===== src/sv/sspt_pkg.sv =====
// ----------------------------------------------------------------------------
// sspt_pkg
// Shared types and constants of the stepper sweep peak tracker: command and
// result payloads, command classes, seek stages and the back-end sequencer.
// ----------------------------------------------------------------------------
package sspt_pkg;

  // Position range and intensity table size.
  localparam int POS_W     = 5;
  localparam int POSITIONS = 32;
  localparam int SAMPLE_W  = 8;

  // Configuration register layout.
  localparam int PADDR_W = 3;
  localparam int PDATA_W = 32;
  localparam logic REG_LAST_POSITION = 1'b0;
  localparam logic [POS_W-1:0] LAST_POSITION_RESET = 5'd17;

  // Operation codes carried in the command transaction.
  localparam logic [2:0] OP_TICK  = 3'd0;
  localparam logic [2:0] OP_LEFT  = 3'd1;
  localparam logic [2:0] OP_RIGHT = 3'd2;
  localparam logic [2:0] OP_ZERO  = 3'd3;
  localparam logic [2:0] OP_SEEK  = 3'd4;

  // One-hot coil drive patterns.
  localparam logic [2:0] COIL_A = 3'b010;
  localparam logic [2:0] COIL_B = 3'b001;
  localparam logic [2:0] COIL_C = 3'b100;

  typedef struct packed {
    logic [2:0]          operation;
    logic [SAMPLE_W-1:0] intensity;
  } cmd_item_t;

  typedef struct packed {
    logic [2:0]       coil_phase;
    logic [POS_W-1:0] position;
    logic             moved;
    logic             seek_busy;
  } result_t;

  // Command classes after decoding by the front end.
  typedef enum logic [2:0] {
    CMD_TICK,
    CMD_LEFT,
    CMD_RIGHT,
    CMD_ZERO,
    CMD_SEEK
  } cmd_kind_t;

  typedef struct packed {
    cmd_kind_t           kind;
    logic [SAMPLE_W-1:0] intensity;
  } queue_entry_t;

  // Head of the command queue as seen by the back end.
  typedef struct packed {
    logic         valid;
    queue_entry_t entry;
  } queue_head_t;

  typedef enum logic [1:0] {
    ST_IDLE,
    ST_NEAR,
    ST_FAR,
    ST_GOTO
  } seek_stage_t;

  typedef enum logic {
    BK_RUN,
    BK_SCAN
  } back_state_t;

endpackage


===== src/sv/sspt_front.sv =====
// ----------------------------------------------------------------------------
// sspt_front
// Accepts command transactions, decodes the operation into a command class
// and holds them in a two-entry queue for the back end.
// ----------------------------------------------------------------------------
module sspt_front
  import sspt_pkg::*;
(
  input  logic        clk,
  input  logic        rst,
  input  logic        cmd_valid,
  output logic        cmd_stall,
  input  cmd_item_t   cmd_data,
  output queue_head_t head,
  input  logic        pop
);

  queue_entry_t entries [2];
  logic         wptr;
  logic         rptr;
  logic [1:0]   count;
  logic         push;
  queue_entry_t decoded;

  // Unused operation codes behave as a plain tick.
  function automatic cmd_kind_t classify(input logic [2:0] op);
    cmd_kind_t k;
    unique case (op)
      OP_LEFT:  k = CMD_LEFT;
      OP_RIGHT: k = CMD_RIGHT;
      OP_ZERO:  k = CMD_ZERO;
      OP_SEEK:  k = CMD_SEEK;
      default:  k = CMD_TICK;
    endcase
    return k;
  endfunction

  assign cmd_stall = (count == 2'd2);
  assign push      = cmd_valid && !cmd_stall;

  always_comb begin
    decoded.kind      = classify(cmd_data.operation);
    decoded.intensity = cmd_data.intensity;
  end

  // Queue storage.
  always_ff @(posedge clk) begin
    if (push) begin
      entries[wptr] <= decoded;
    end
  end

  // Queue pointers and fill level.
  always_ff @(posedge clk) begin
    if (rst) begin
      wptr  <= 1'b0;
      rptr  <= 1'b0;
      count <= 2'd0;
    end else begin
      if (push) begin
        wptr <= ~wptr;
      end
      if (pop) begin
        rptr <= ~rptr;
      end
      count <= count + {1'b0, push} - {1'b0, pop};
    end
  end

  assign head.valid = (count != 2'd0);
  assign head.entry = entries[rptr];

endmodule


===== src/sv/sspt_back.sv =====
// ----------------------------------------------------------------------------
// sspt_back
// Executes queued commands: steps the motor, logs samples in the intensity
// table, runs the seek sequence and scans the table for the peak. Results
// leave through a registered output stage.
// ----------------------------------------------------------------------------
module sspt_back
  import sspt_pkg::*;
(
  input  logic             clk,
  input  logic             rst,
  input  logic [POS_W-1:0] last_position,
  input  queue_head_t      head,
  output logic             pop,
  output logic             res_valid,
  input  logic             res_stall,
  output result_t          res_data
);

  typedef struct packed {
    logic             moved;
    logic [POS_W-1:0] pos;
    logic [2:0]       coil;
  } step_t;

  logic [POS_W-1:0]    position;
  logic [2:0]          coil;
  seek_stage_t         stage;
  logic                sweep_dir;
  logic [POS_W-1:0]    target;
  logic [SAMPLE_W-1:0] table_mem [POSITIONS];

  back_state_t         bstate;
  back_state_t         bstate_next;
  logic [POS_W-1:0]    scan_idx;
  logic [POS_W-1:0]    best_idx;
  logic [SAMPLE_W-1:0] best_val;

  logic                slot_free;
  logic                take_item;
  logic                scan_active;

  logic                step_up;
  step_t               st;
  logic [POS_W-1:0]    position_next;
  logic [2:0]          coil_next;
  seek_stage_t         stage_next;
  logic                sweep_dir_next;
  logic                moved;
  logic                wr_en;
  logic                far_end;

  logic [SAMPLE_W-1:0] scan_val;
  logic                scan_better;
  logic [POS_W-1:0]    cand_idx;
  logic                scan_last;

  // One step attempt with limit check and coil advance.
  function automatic step_t step_calc(input logic up, input logic [POS_W-1:0] pos,
                                      input logic [2:0] cl,
                                      input logic [POS_W-1:0] last);
    step_t s;
    s.moved = 1'b0;
    s.pos   = pos;
    s.coil  = cl;
    if (up) begin
      if (pos < last) begin
        s.moved = 1'b1;
        s.pos   = pos + 1'b1;
        unique case (cl)
          COIL_A:  s.coil = COIL_C;
          COIL_B:  s.coil = COIL_A;
          COIL_C:  s.coil = COIL_B;
          default: s.coil = cl;
        endcase
      end
    end else begin
      if (pos != '0) begin
        s.moved = 1'b1;
        s.pos   = pos - 1'b1;
        unique case (cl)
          COIL_A:  s.coil = COIL_B;
          COIL_B:  s.coil = COIL_C;
          COIL_C:  s.coil = COIL_A;
          default: s.coil = cl;
        endcase
      end
    end
    return s;
  endfunction

  assign slot_free = !res_valid || !res_stall;

  // Sequencer next state.
  always_comb begin
    bstate_next = bstate;
    unique case (bstate)
      BK_RUN: begin
        if (take_item && far_end) begin
          bstate_next = BK_SCAN;
        end
      end
      BK_SCAN: begin
        if (scan_last) begin
          bstate_next = BK_RUN;
        end
      end
      default: bstate_next = BK_RUN;
    endcase
  end

  // Sequencer outputs.
  always_comb begin
    take_item   = 1'b0;
    scan_active = 1'b0;
    unique case (bstate)
      BK_RUN:  take_item = head.valid && slot_free;
      BK_SCAN: scan_active = 1'b1;
      default: take_item = 1'b0;
    endcase
  end

  assign pop = take_item;

  // Direction of the step attempt for the head command.
  always_comb begin
    unique case (stage)
      ST_NEAR, ST_FAR: step_up = sweep_dir;
      ST_GOTO:         step_up = (target > position);
      default:         step_up = (head.entry.kind == CMD_LEFT);
    endcase
    st = step_calc(step_up, position, coil, last_position);
  end

  // Command execution.
  always_comb begin
    position_next  = position;
    coil_next      = coil;
    stage_next     = stage;
    sweep_dir_next = sweep_dir;
    moved          = 1'b0;
    wr_en          = 1'b0;
    far_end        = 1'b0;
    unique case (stage)
      ST_NEAR: begin
        position_next = st.pos;
        coil_next     = st.coil;
        moved         = st.moved;
        wr_en         = 1'b1;
        if (!st.moved) begin
          sweep_dir_next = ~sweep_dir;
          stage_next     = ST_FAR;
        end
      end
      ST_FAR: begin
        position_next = st.pos;
        coil_next     = st.coil;
        moved         = st.moved;
        wr_en         = 1'b1;
        far_end       = !st.moved;
      end
      ST_GOTO: begin
        if (target != position) begin
          position_next = st.pos;
          coil_next     = st.coil;
          moved         = st.moved;
          wr_en         = 1'b1;
        end
        if (target == position_next) begin
          stage_next = ST_IDLE;
        end
      end
      default: begin
        unique case (head.entry.kind)
          CMD_LEFT, CMD_RIGHT: begin
            position_next = st.pos;
            coil_next     = st.coil;
            moved         = st.moved;
            wr_en         = 1'b1;
          end
          CMD_ZERO: position_next = '0;
          CMD_SEEK: begin
            // Sweep first toward the nearer limit.
            sweep_dir_next = ({position, 1'b0} < {1'b0, last_position}) ? 1'b0 : 1'b1;
            stage_next     = ST_NEAR;
          end
          default: position_next = position;
        endcase
      end
    endcase
  end

  // Peak scan over entries 0..last_position, one entry per cycle.
  assign scan_val    = table_mem[scan_idx];
  assign scan_better = (scan_val > best_val);
  assign cand_idx    = scan_better ? scan_idx : best_idx;
  assign scan_last   = scan_active && (scan_idx == last_position);

  // Intensity table.
  always_ff @(posedge clk) begin
    if (rst) begin
      for (int i = 0; i < POSITIONS; i++) begin
        table_mem[i] <= '0;
      end
    end else if (take_item && wr_en) begin
      table_mem[position_next] <= head.entry.intensity;
    end
  end

  // Motor, seek and sequencer state.
  always_ff @(posedge clk) begin
    if (rst) begin
      bstate    <= BK_RUN;
      position  <= '0;
      coil      <= COIL_A;
      stage     <= ST_IDLE;
      sweep_dir <= 1'b0;
      target    <= '0;
      scan_idx  <= '0;
      best_idx  <= '0;
      best_val  <= '0;
    end else begin
      bstate <= bstate_next;
      if (take_item) begin
        position  <= position_next;
        coil      <= coil_next;
        stage     <= stage_next;
        sweep_dir <= sweep_dir_next;
        scan_idx  <= '0;
        best_idx  <= '0;
        best_val  <= '0;
      end else if (scan_active) begin
        if (scan_last) begin
          target <= cand_idx;
          stage  <= (cand_idx == position) ? ST_IDLE : ST_GOTO;
        end else begin
          scan_idx <= scan_idx + 1'b1;
          best_idx <= cand_idx;
          if (scan_better) begin
            best_val <= scan_val;
          end
        end
      end
    end
  end

  // Output stage valid flag.
  always_ff @(posedge clk) begin
    if (rst) begin
      res_valid <= 1'b0;
    end else if ((take_item && !far_end) || scan_last) begin
      res_valid <= 1'b1;
    end else if (!res_stall) begin
      res_valid <= 1'b0;
    end
  end

  // Output stage payload.
  always_ff @(posedge clk) begin
    if (take_item && !far_end) begin
      res_data.coil_phase <= coil_next;
      res_data.position   <= position_next;
      res_data.moved      <= moved;
      res_data.seek_busy  <= (stage_next != ST_IDLE);
    end else if (scan_last) begin
      res_data.coil_phase <= coil;
      res_data.position   <= position;
      res_data.moved      <= 1'b0;
      res_data.seek_busy  <= (cand_idx != position);
    end
  end

endmodule


===== src/sv/stepper_sweep_peak_tracker_unit.sv =====
// ----------------------------------------------------------------------------
// stepper_sweep_peak_tracker_unit
// Stepper positioner with per-position light logging and peak seeking.
// ----------------------------------------------------------------------------
// Each command transaction produces exactly one result transaction. A command
// enters a two-entry queue and is executed by the back end once it reaches
// the head and the output register is free, so ordinary commands sustain one
// per cycle while the output is not stalled. The command that ends the far
// sweep of a seek also scans intensity table entries 0 to last_position, one
// entry per cycle, and no other command is taken before its result appears.
// The register last_position sits at byte address 0 and should be written
// only while no command is in flight.
module stepper_sweep_peak_tracker_unit
  import sspt_pkg::*;
(
  input  logic               clk,
  input  logic               rst,
  input  logic               cmd_valid,
  output logic               cmd_stall,
  input  cmd_item_t          cmd_data,
  output logic               res_valid,
  input  logic               res_stall,
  output result_t            res_data,
  input  logic               psel,
  input  logic               penable,
  input  logic               pwrite,
  input  logic [PADDR_W-1:0] paddr,
  input  logic [PDATA_W-1:0] pwdata,
  output logic [PDATA_W-1:0] prdata,
  output logic               pready
);

  logic [POS_W-1:0] last_position;
  queue_head_t      head;
  logic             pop;

  // Configuration register access.
  assign pready = 1'b1;

  always_ff @(posedge clk) begin
    if (rst) begin
      last_position <= LAST_POSITION_RESET;
    end else if (psel && penable && pwrite && pready && (paddr[2] == REG_LAST_POSITION)) begin
      last_position <= pwdata[POS_W-1:0];
    end
  end

  assign prdata = (paddr[2] == REG_LAST_POSITION) ?
                  {{(PDATA_W-POS_W){1'b0}}, last_position} : '0;

  // Command intake and queue.
  sspt_front u_front (
    .clk       (clk),
    .rst       (rst),
    .cmd_valid (cmd_valid),
    .cmd_stall (cmd_stall),
    .cmd_data  (cmd_data),
    .head      (head),
    .pop       (pop)
  );

  // Execution and result stage.
  sspt_back u_back (
    .clk           (clk),
    .rst           (rst),
    .last_position (last_position),
    .head          (head),
    .pop           (pop),
    .res_valid     (res_valid),
    .res_stall     (res_stall),
    .res_data      (res_data)
  );

  // A result always carries a one-hot coil pattern.
  assert property (@(posedge clk) disable iff (rst)
    res_valid |-> $onehot(res_data.coil_phase))
    else $error("coil pattern of a result is not one-hot");

  // After a command is accepted, the queue head is valid on the next cycle.
  assert property (@(posedge clk) disable iff (rst)
    (cmd_valid && !cmd_stall) |=> head.valid)
    else $error("accepted command missing from queue");

  // A queued command stays queued until the back end takes it.
  assert property (@(posedge clk) disable iff (rst)
    (head.valid && !pop) |=> head.valid)
    else $error("queued command lost without being taken");

  // The back end never takes a command from an empty queue.
  assert property (@(posedge clk) disable iff (rst)
    pop |-> head.valid)
    else $error("pop from empty command queue");

endmodule

===== config.mk =====
export PLATFORM = sky130hd
export DESIGN_NAME = stepper_sweep_peak_tracker_unit
export DESIGN_NICKNAME = d
export VERILOG_FILES = /design/src/sv/sspt_pkg.sv /design/src/sv/sspt_front.sv /design/src/sv/sspt_back.sv /design/src/sv/stepper_sweep_peak_tracker_unit.sv
export SDC_FILE = /design/constraint.sdc
export NUM_CORES = 1
export LEC_CHECK = 0
export ABC_AREA = 0
export BUFFER_PORTS_ARGS = -buffer_cell sky130_fd_sc_hd__buf_2
export CORE_MARGIN = 4
export CORE_UTILIZATION = 55
export DETAILED_ROUTE_END_ITERATION = 8
export GPL_ROUTABILITY_DRIVEN = 0
export PLACE_DENSITY_LB_ADDON = 0.08
export SYNTH_ARGS = -nofsm -noshare
export SYNTH_HDL_FRONTEND = slang
export SYNTH_SLANG_ARGS = --single-unit
export TNS_END_PERCENT = 20

===== constraint.sdc =====
create_clock -name clk -period 4.4 [get_ports clk]
set_clock_uncertainty 0.2 [all_clocks]
set_input_delay 0.88 -clock clk [delete_from_list [all_inputs] [get_ports clk]]
set_output_delay 0.88 -clock clk [all_outputs]
set_load 0.01 [all_outputs]

---- Yosys cells after proc, flatten, opt, wreduce, memory -nomap -nowiden ----
Memory sizes are Yosys's and may differ from the RTL's. A register that Yosys moved wholly into a read port is not among the register bits.
Index checks and enable logic that the tools add are counted.
word-level totals
  bits in writable memories ............... 278
  output and inout bits ................... 45
  bits of input ports ..................... 53
  memories ................................ 2
  flip-flop bits (word level) ............. 55
memories
  name              depth  width  read ports  clocked after Yosys merged registers in  wr ports  RTL line          text
  u_back.table_mem  32     8      1           1                                        32        sspt_back.sv:31   logic [SAMPLE_W-1:0] table_mem [POSITIONS];
  u_front.entries   2      11     1           1                                        1         sspt_front.sv:18  queue_entry_t entries [2];
cells by class
  reductions and logical operators ........ 33
  multiplexer cells ....................... 58
  add/sub/neg operators ................... 5
  $lt $le $gt $ge ......................... 4
  equality and inequality tests ........... 22
  bitwise operators ....................... 8
operators with widths
  cell                                                  number
  2-to-1 mux 5 bit                                      7
  2-to-1 mux 9 bit                                      3
  2-to-1 mux 1 bit                                      24
  2-to-1 mux 10 bit                                     2
  one-hot mux 5 bit (2 select lines)                    2
  one-hot mux 3 bit (3 select lines)                    2
  equality test 3 x 2 -> 1 bit (second input constant)  5
  equality test 5 bit                                   3
  2-to-1 mux 2 bit                                      7
  one-hot mux 3 bit (4 select lines)                    1
  nonzero test 2 bit                                    6
  adder 5 x 1 -> 5 bit (second input constant)          2
  inequality test 5 bit                                 2
  one-hot mux 1 bit (2 select lines)                    5
  equality test 3 x 1 -> 1 bit (second input constant)  3
  equality test 3 bit (second input constant)           3
  logical AND 1 bit                                     9
  greater-than comparator 8 bit                         1
  2-to-1 mux 8 bit                                      1
  inverter 1 bit                                        8
  OR reduction 2 bit                                    4
  OR reduction 8 bit                                    1
  equality test 2 bit (second input constant)           3
  < comparator 6 x 5 -> 1 bit                           1
  other kinds (17)                                      25

---- Depth between registers and ports, before layout ----
  word-level depth ........................ 11
  depth in mapped cells ................... 16
  mapped depth without buffers ............ 14

---- Hierarchy ----
Synthesis repeated with hierarchy kept, for this count alone.
second synthesis, totals
  cells, all modules ...................... 1306
  area, all modules ....................... 17729.5 µm²
modules (own cells, without submodules)
  module                           cells each  area each (µm²)  instances
  sspt_back                        1185        16201.8          1
  sspt_front                       63          1038.5           1
  stepper_sweep_peak_tracker_unit  58          489.2            1

---- Worst setup path before layout ----
Ideal clock, no wire load.
  kind .................................... reg-to-reg
  from .................................... register (tool-made name)
  to ...................................... register u_back.stage[0]
  stages on the path, launching flop included .. 17
  buffers on the path ..................... 2
  setup slack ............................. -443 ps
  library setup time ...................... 132 ps
  clock period less this slack ............ 4843 ps
  arrival ................................. 4510 ps
  path through ............................ dfxtp_1 clkbuf_1 buf_1 mux4_2 mux4_2 mux2_2 ha_1 a21o_1 a21oi_1 a21oi_1 o22ai_1 mux2i_1 xnor2_1 nor3_1 nand3_1 o211ai_1 a21oi_1
RTL lines
  what                  RTL line          text
  to (signal assigned)  sspt_back.sv:227  stage <= stage_next;
  to (signal assigned)  sspt_back.sv:235  stage <= (cand_idx == position) ? ST_IDLE : ST_GOTO;
  to (decl)             sspt_back.sv:28   seek_stage_t stage;

==> results.md <==
* Final setup violation count at 0
* Finished Layout Cells at ~1.8k
* Hold path depth at 2
* First-pass GRT wire length at 60300 um
* Num CTS Buffers at 37
* Avg Inst Size Synth at 12.8 um^2
* WP data required at 4440 ps
* Fmax at 231 MHz
* Starting Density at 55.8%
* Worst skew pair latency at approximately 530 ps
* Ys async rst share at 0%
* CTS tree: done
* Commonest cells in the netlist: nor2_1 (324), edfxtp_1 (288), mux4_2 (80)
* Number of cell rows at 63
* R2R cell count at 17
* Post-synth top area share at 52.1%
* Final net count at 1488
* DP Area at 17700 um^2
* PwrDens at 539 nW/um^2
* DR WL/cell at 21.8 um
* Critical path class: reg2reg
* CTS max path bufs at 3
* Slew margin rel. at about 18%
* Critical path startpoint category: flip-flop
* Grt total ovfl at 0
* Routed vias/inst at 5.86
* First-pass DRT Iterations at 7
* Cells after synthesis at 1300
* Unique masters post-synth at 72
* Setup crit end kind: flip-flop
* YS warnings at 0
* Clock tree root buffer cell: clkbuf_16
* Buffers on Ports at 40
* DR iter-0 viols at 940
* Largest net degree at the start of global routing at 62
* VDD IR-drop max at 0.524 mV
* Cell taking the most area after synthesis: edfxtp_1
* Top cells by area, synth: edfxtp_1 (52%), mux4_2 (11%), nor2_1 (7.3%)
* Flops & latches, synth at 339
* Min-Delay Endpoint: u_back.best_idx[3]
* Pin slew with the least headroom to its limit at 1210 ps
* FF-to-FF setup slack at 70 ps
* Critical-path maximum fanout at 6
* Area Growth Syn to Fin at 16.9%
* Arrival time at the worst endpoint at 4380 ps
* Min Tclk post-route at between 4000 and 5000 ps
* Vias in the first global route at 10.4k
* Sink Count at 339
* Final Core Density at 65.2%
* Routed wl met3 at 2260 um
* Worst-path clk slew at 60 ps
* Antenna fix cells at 0
* Pwr Total at 10500 uW
* Post-route cell area at slightly below 20000 um^2
* Placed Cells at 1733
* Hold path start: u_back.best_idx[3]
* Hold crit path type: reg2reg
* Status: complete, no violations
* Lkg Pwr at approximately 0.0070 uW
* Share of layout cells above drive strength 1 at 25.8%
* Die area at about 33000 um^2
* DRC violation count after routing at 0
* Critical register-to-register path endpoint: u_back.res_data[0]
* Synth Cell Area at between 15000 and 20000 um^2
* Final hold vios at 0
* Initial antenna violation count at 0
* Post-route ant nets at 0
* Period utilization at 98.5%
* RSZ-0062 raised after global routing: true
* Most common cell in the netlist: nor2_1
* GRT Total Usage at roughly a quarter
* Width of the chip at ~180 um
* Routed met2 length at 19600 um
* Post-synthesis sequential area ratio at about three fifths
* CORE AREA at ~30000 um^2
* DRT Wirelength at around 40000 um
* Hold Buf Count CTS at 0
* Vias at 10.7k
* Max-slew violation count at 0
* Die Span Y at 182 um
* Dpl hpwl at 26300 um
* M1 wire length at 16800 um
* EDFF count, synth at 288
* Highest metal layer with signal wires: met4
* Boundary pin count at between 90 and 100
* Max-cap violation count at 0
* Main flop type after synthesis: edfxtp_1
* H-tree levels at 2
## kinds of logic after synthesis
group                      share of synthesized area [%]
AOI/OAI and AO/OA                                   5.67
xor gates and xnor gates                            1.27
adders and majority gates                           2.26
buffers and inverters                               4.11
DFF                                                 58.3
muxes                                               13.3
other                                             0.0453
and+or+nand+nor                                     15.0
## cells in the final DEF (no fill, tap or decap), types with 18 or more instances in the layout
master     instances
ha_1              22
o21ai_0           22
buf_4             81
clkbuf_16         40
nand3_2           18
dfxtp_1           49
conb_1            28
buf_2             40
a21oi_1           23
nor2_1           324
nand2_1           42
nand2b_1          35
inv_1             33
edfxtp_1         288
mux4_2            80
## flip-flops by register name, summed over array words and instances, names as in the netlist, 2 cells and up, named ones only
register,count
u_back.best_idx,5
u_back.stage,2
u_back.res_data,10
u_back.position,5
u_back.target,5
u_front.entries,22
last_position,5
u_back.scan_idx,5
u_back.coil,3
u_back.table_mem,256
u_back.best_val,8
u_front.count,2
## timing repair
action	in CTS	in global routing
cloned	2	2
setup endpoints to repair	3	206
pin swaps	0	18
resized for setup	8	51
buffers inserted	1	20
## power breakdown
part | leakage (uW) | switching, uW | internal [uW] | total, uW
clock network | 0.000551 | 1220 | 1670 | 2900
registers | 0.00336 | 138 | 3800 | 3940
logic | 0.00305 | 2250 | 1370 | 3620
## critical path, stage by stage, from the launching register on
cell     delay (ps)
dfxtp_4         400
buf_6           120
buf_12          110
buf_8           120
mux4_2          530
mux4_2          530
mux2_4          330
ha_4            230
buf_4           130
a21oi_2         150
a21oi_2          70
o22ai_2         130
buf_6           180
mux2i_4         300
xnor2_2         100
nor3_2          190
buf_4           130
a31oi_1          80
## per-stage QoR
step	hold slack (ps)	worst slack [ps]	setup TNS, ps
2_1_floorplan	240	6.01	0
3_3_place_gp	254	3.08	0
3_5_place_dp	261	-30.1	-30.1
4_1_cts	272	3.16	0
5_1_grt	324	-59.2	-118
6_report	302	66.8	0
## worst max path at each step
stage	endpoint	slack, ps	cells after the start	start
after floorplan	u_back.stage[0]	6	16	flip-flop
after global placement	u_back.res_data[0]	3	15	flip-flop
after detailed placement	u_back.res_data[0]	-30	15	flip-flop
after CTS	u_back.stage[1]	3	17	flip-flop
after global routing	u_back.res_data[0]	-60	17	flip-flop
final	u_back.res_data[0]	70	17	flip-flop
## per-layer routing
metal  global-route usage [%]  vias to the layer above
met5                        0                        -
met4                     6.48                        0
met3                     3.00                       80
met2                     38.8                      379
met1                     33.0                     5281
li1                         -                     4929
## cell type report
class                      instances  area (um^2)
fill                            2225        10300
inverter                          33          124
multi-input combinational        844         6660
timing repair buffer             150         1320
clock inverter                    13          114
tap                              390          488
clock buffer                      52         1010
sequential                       339         9670
(Power assumes the default switching activity.)
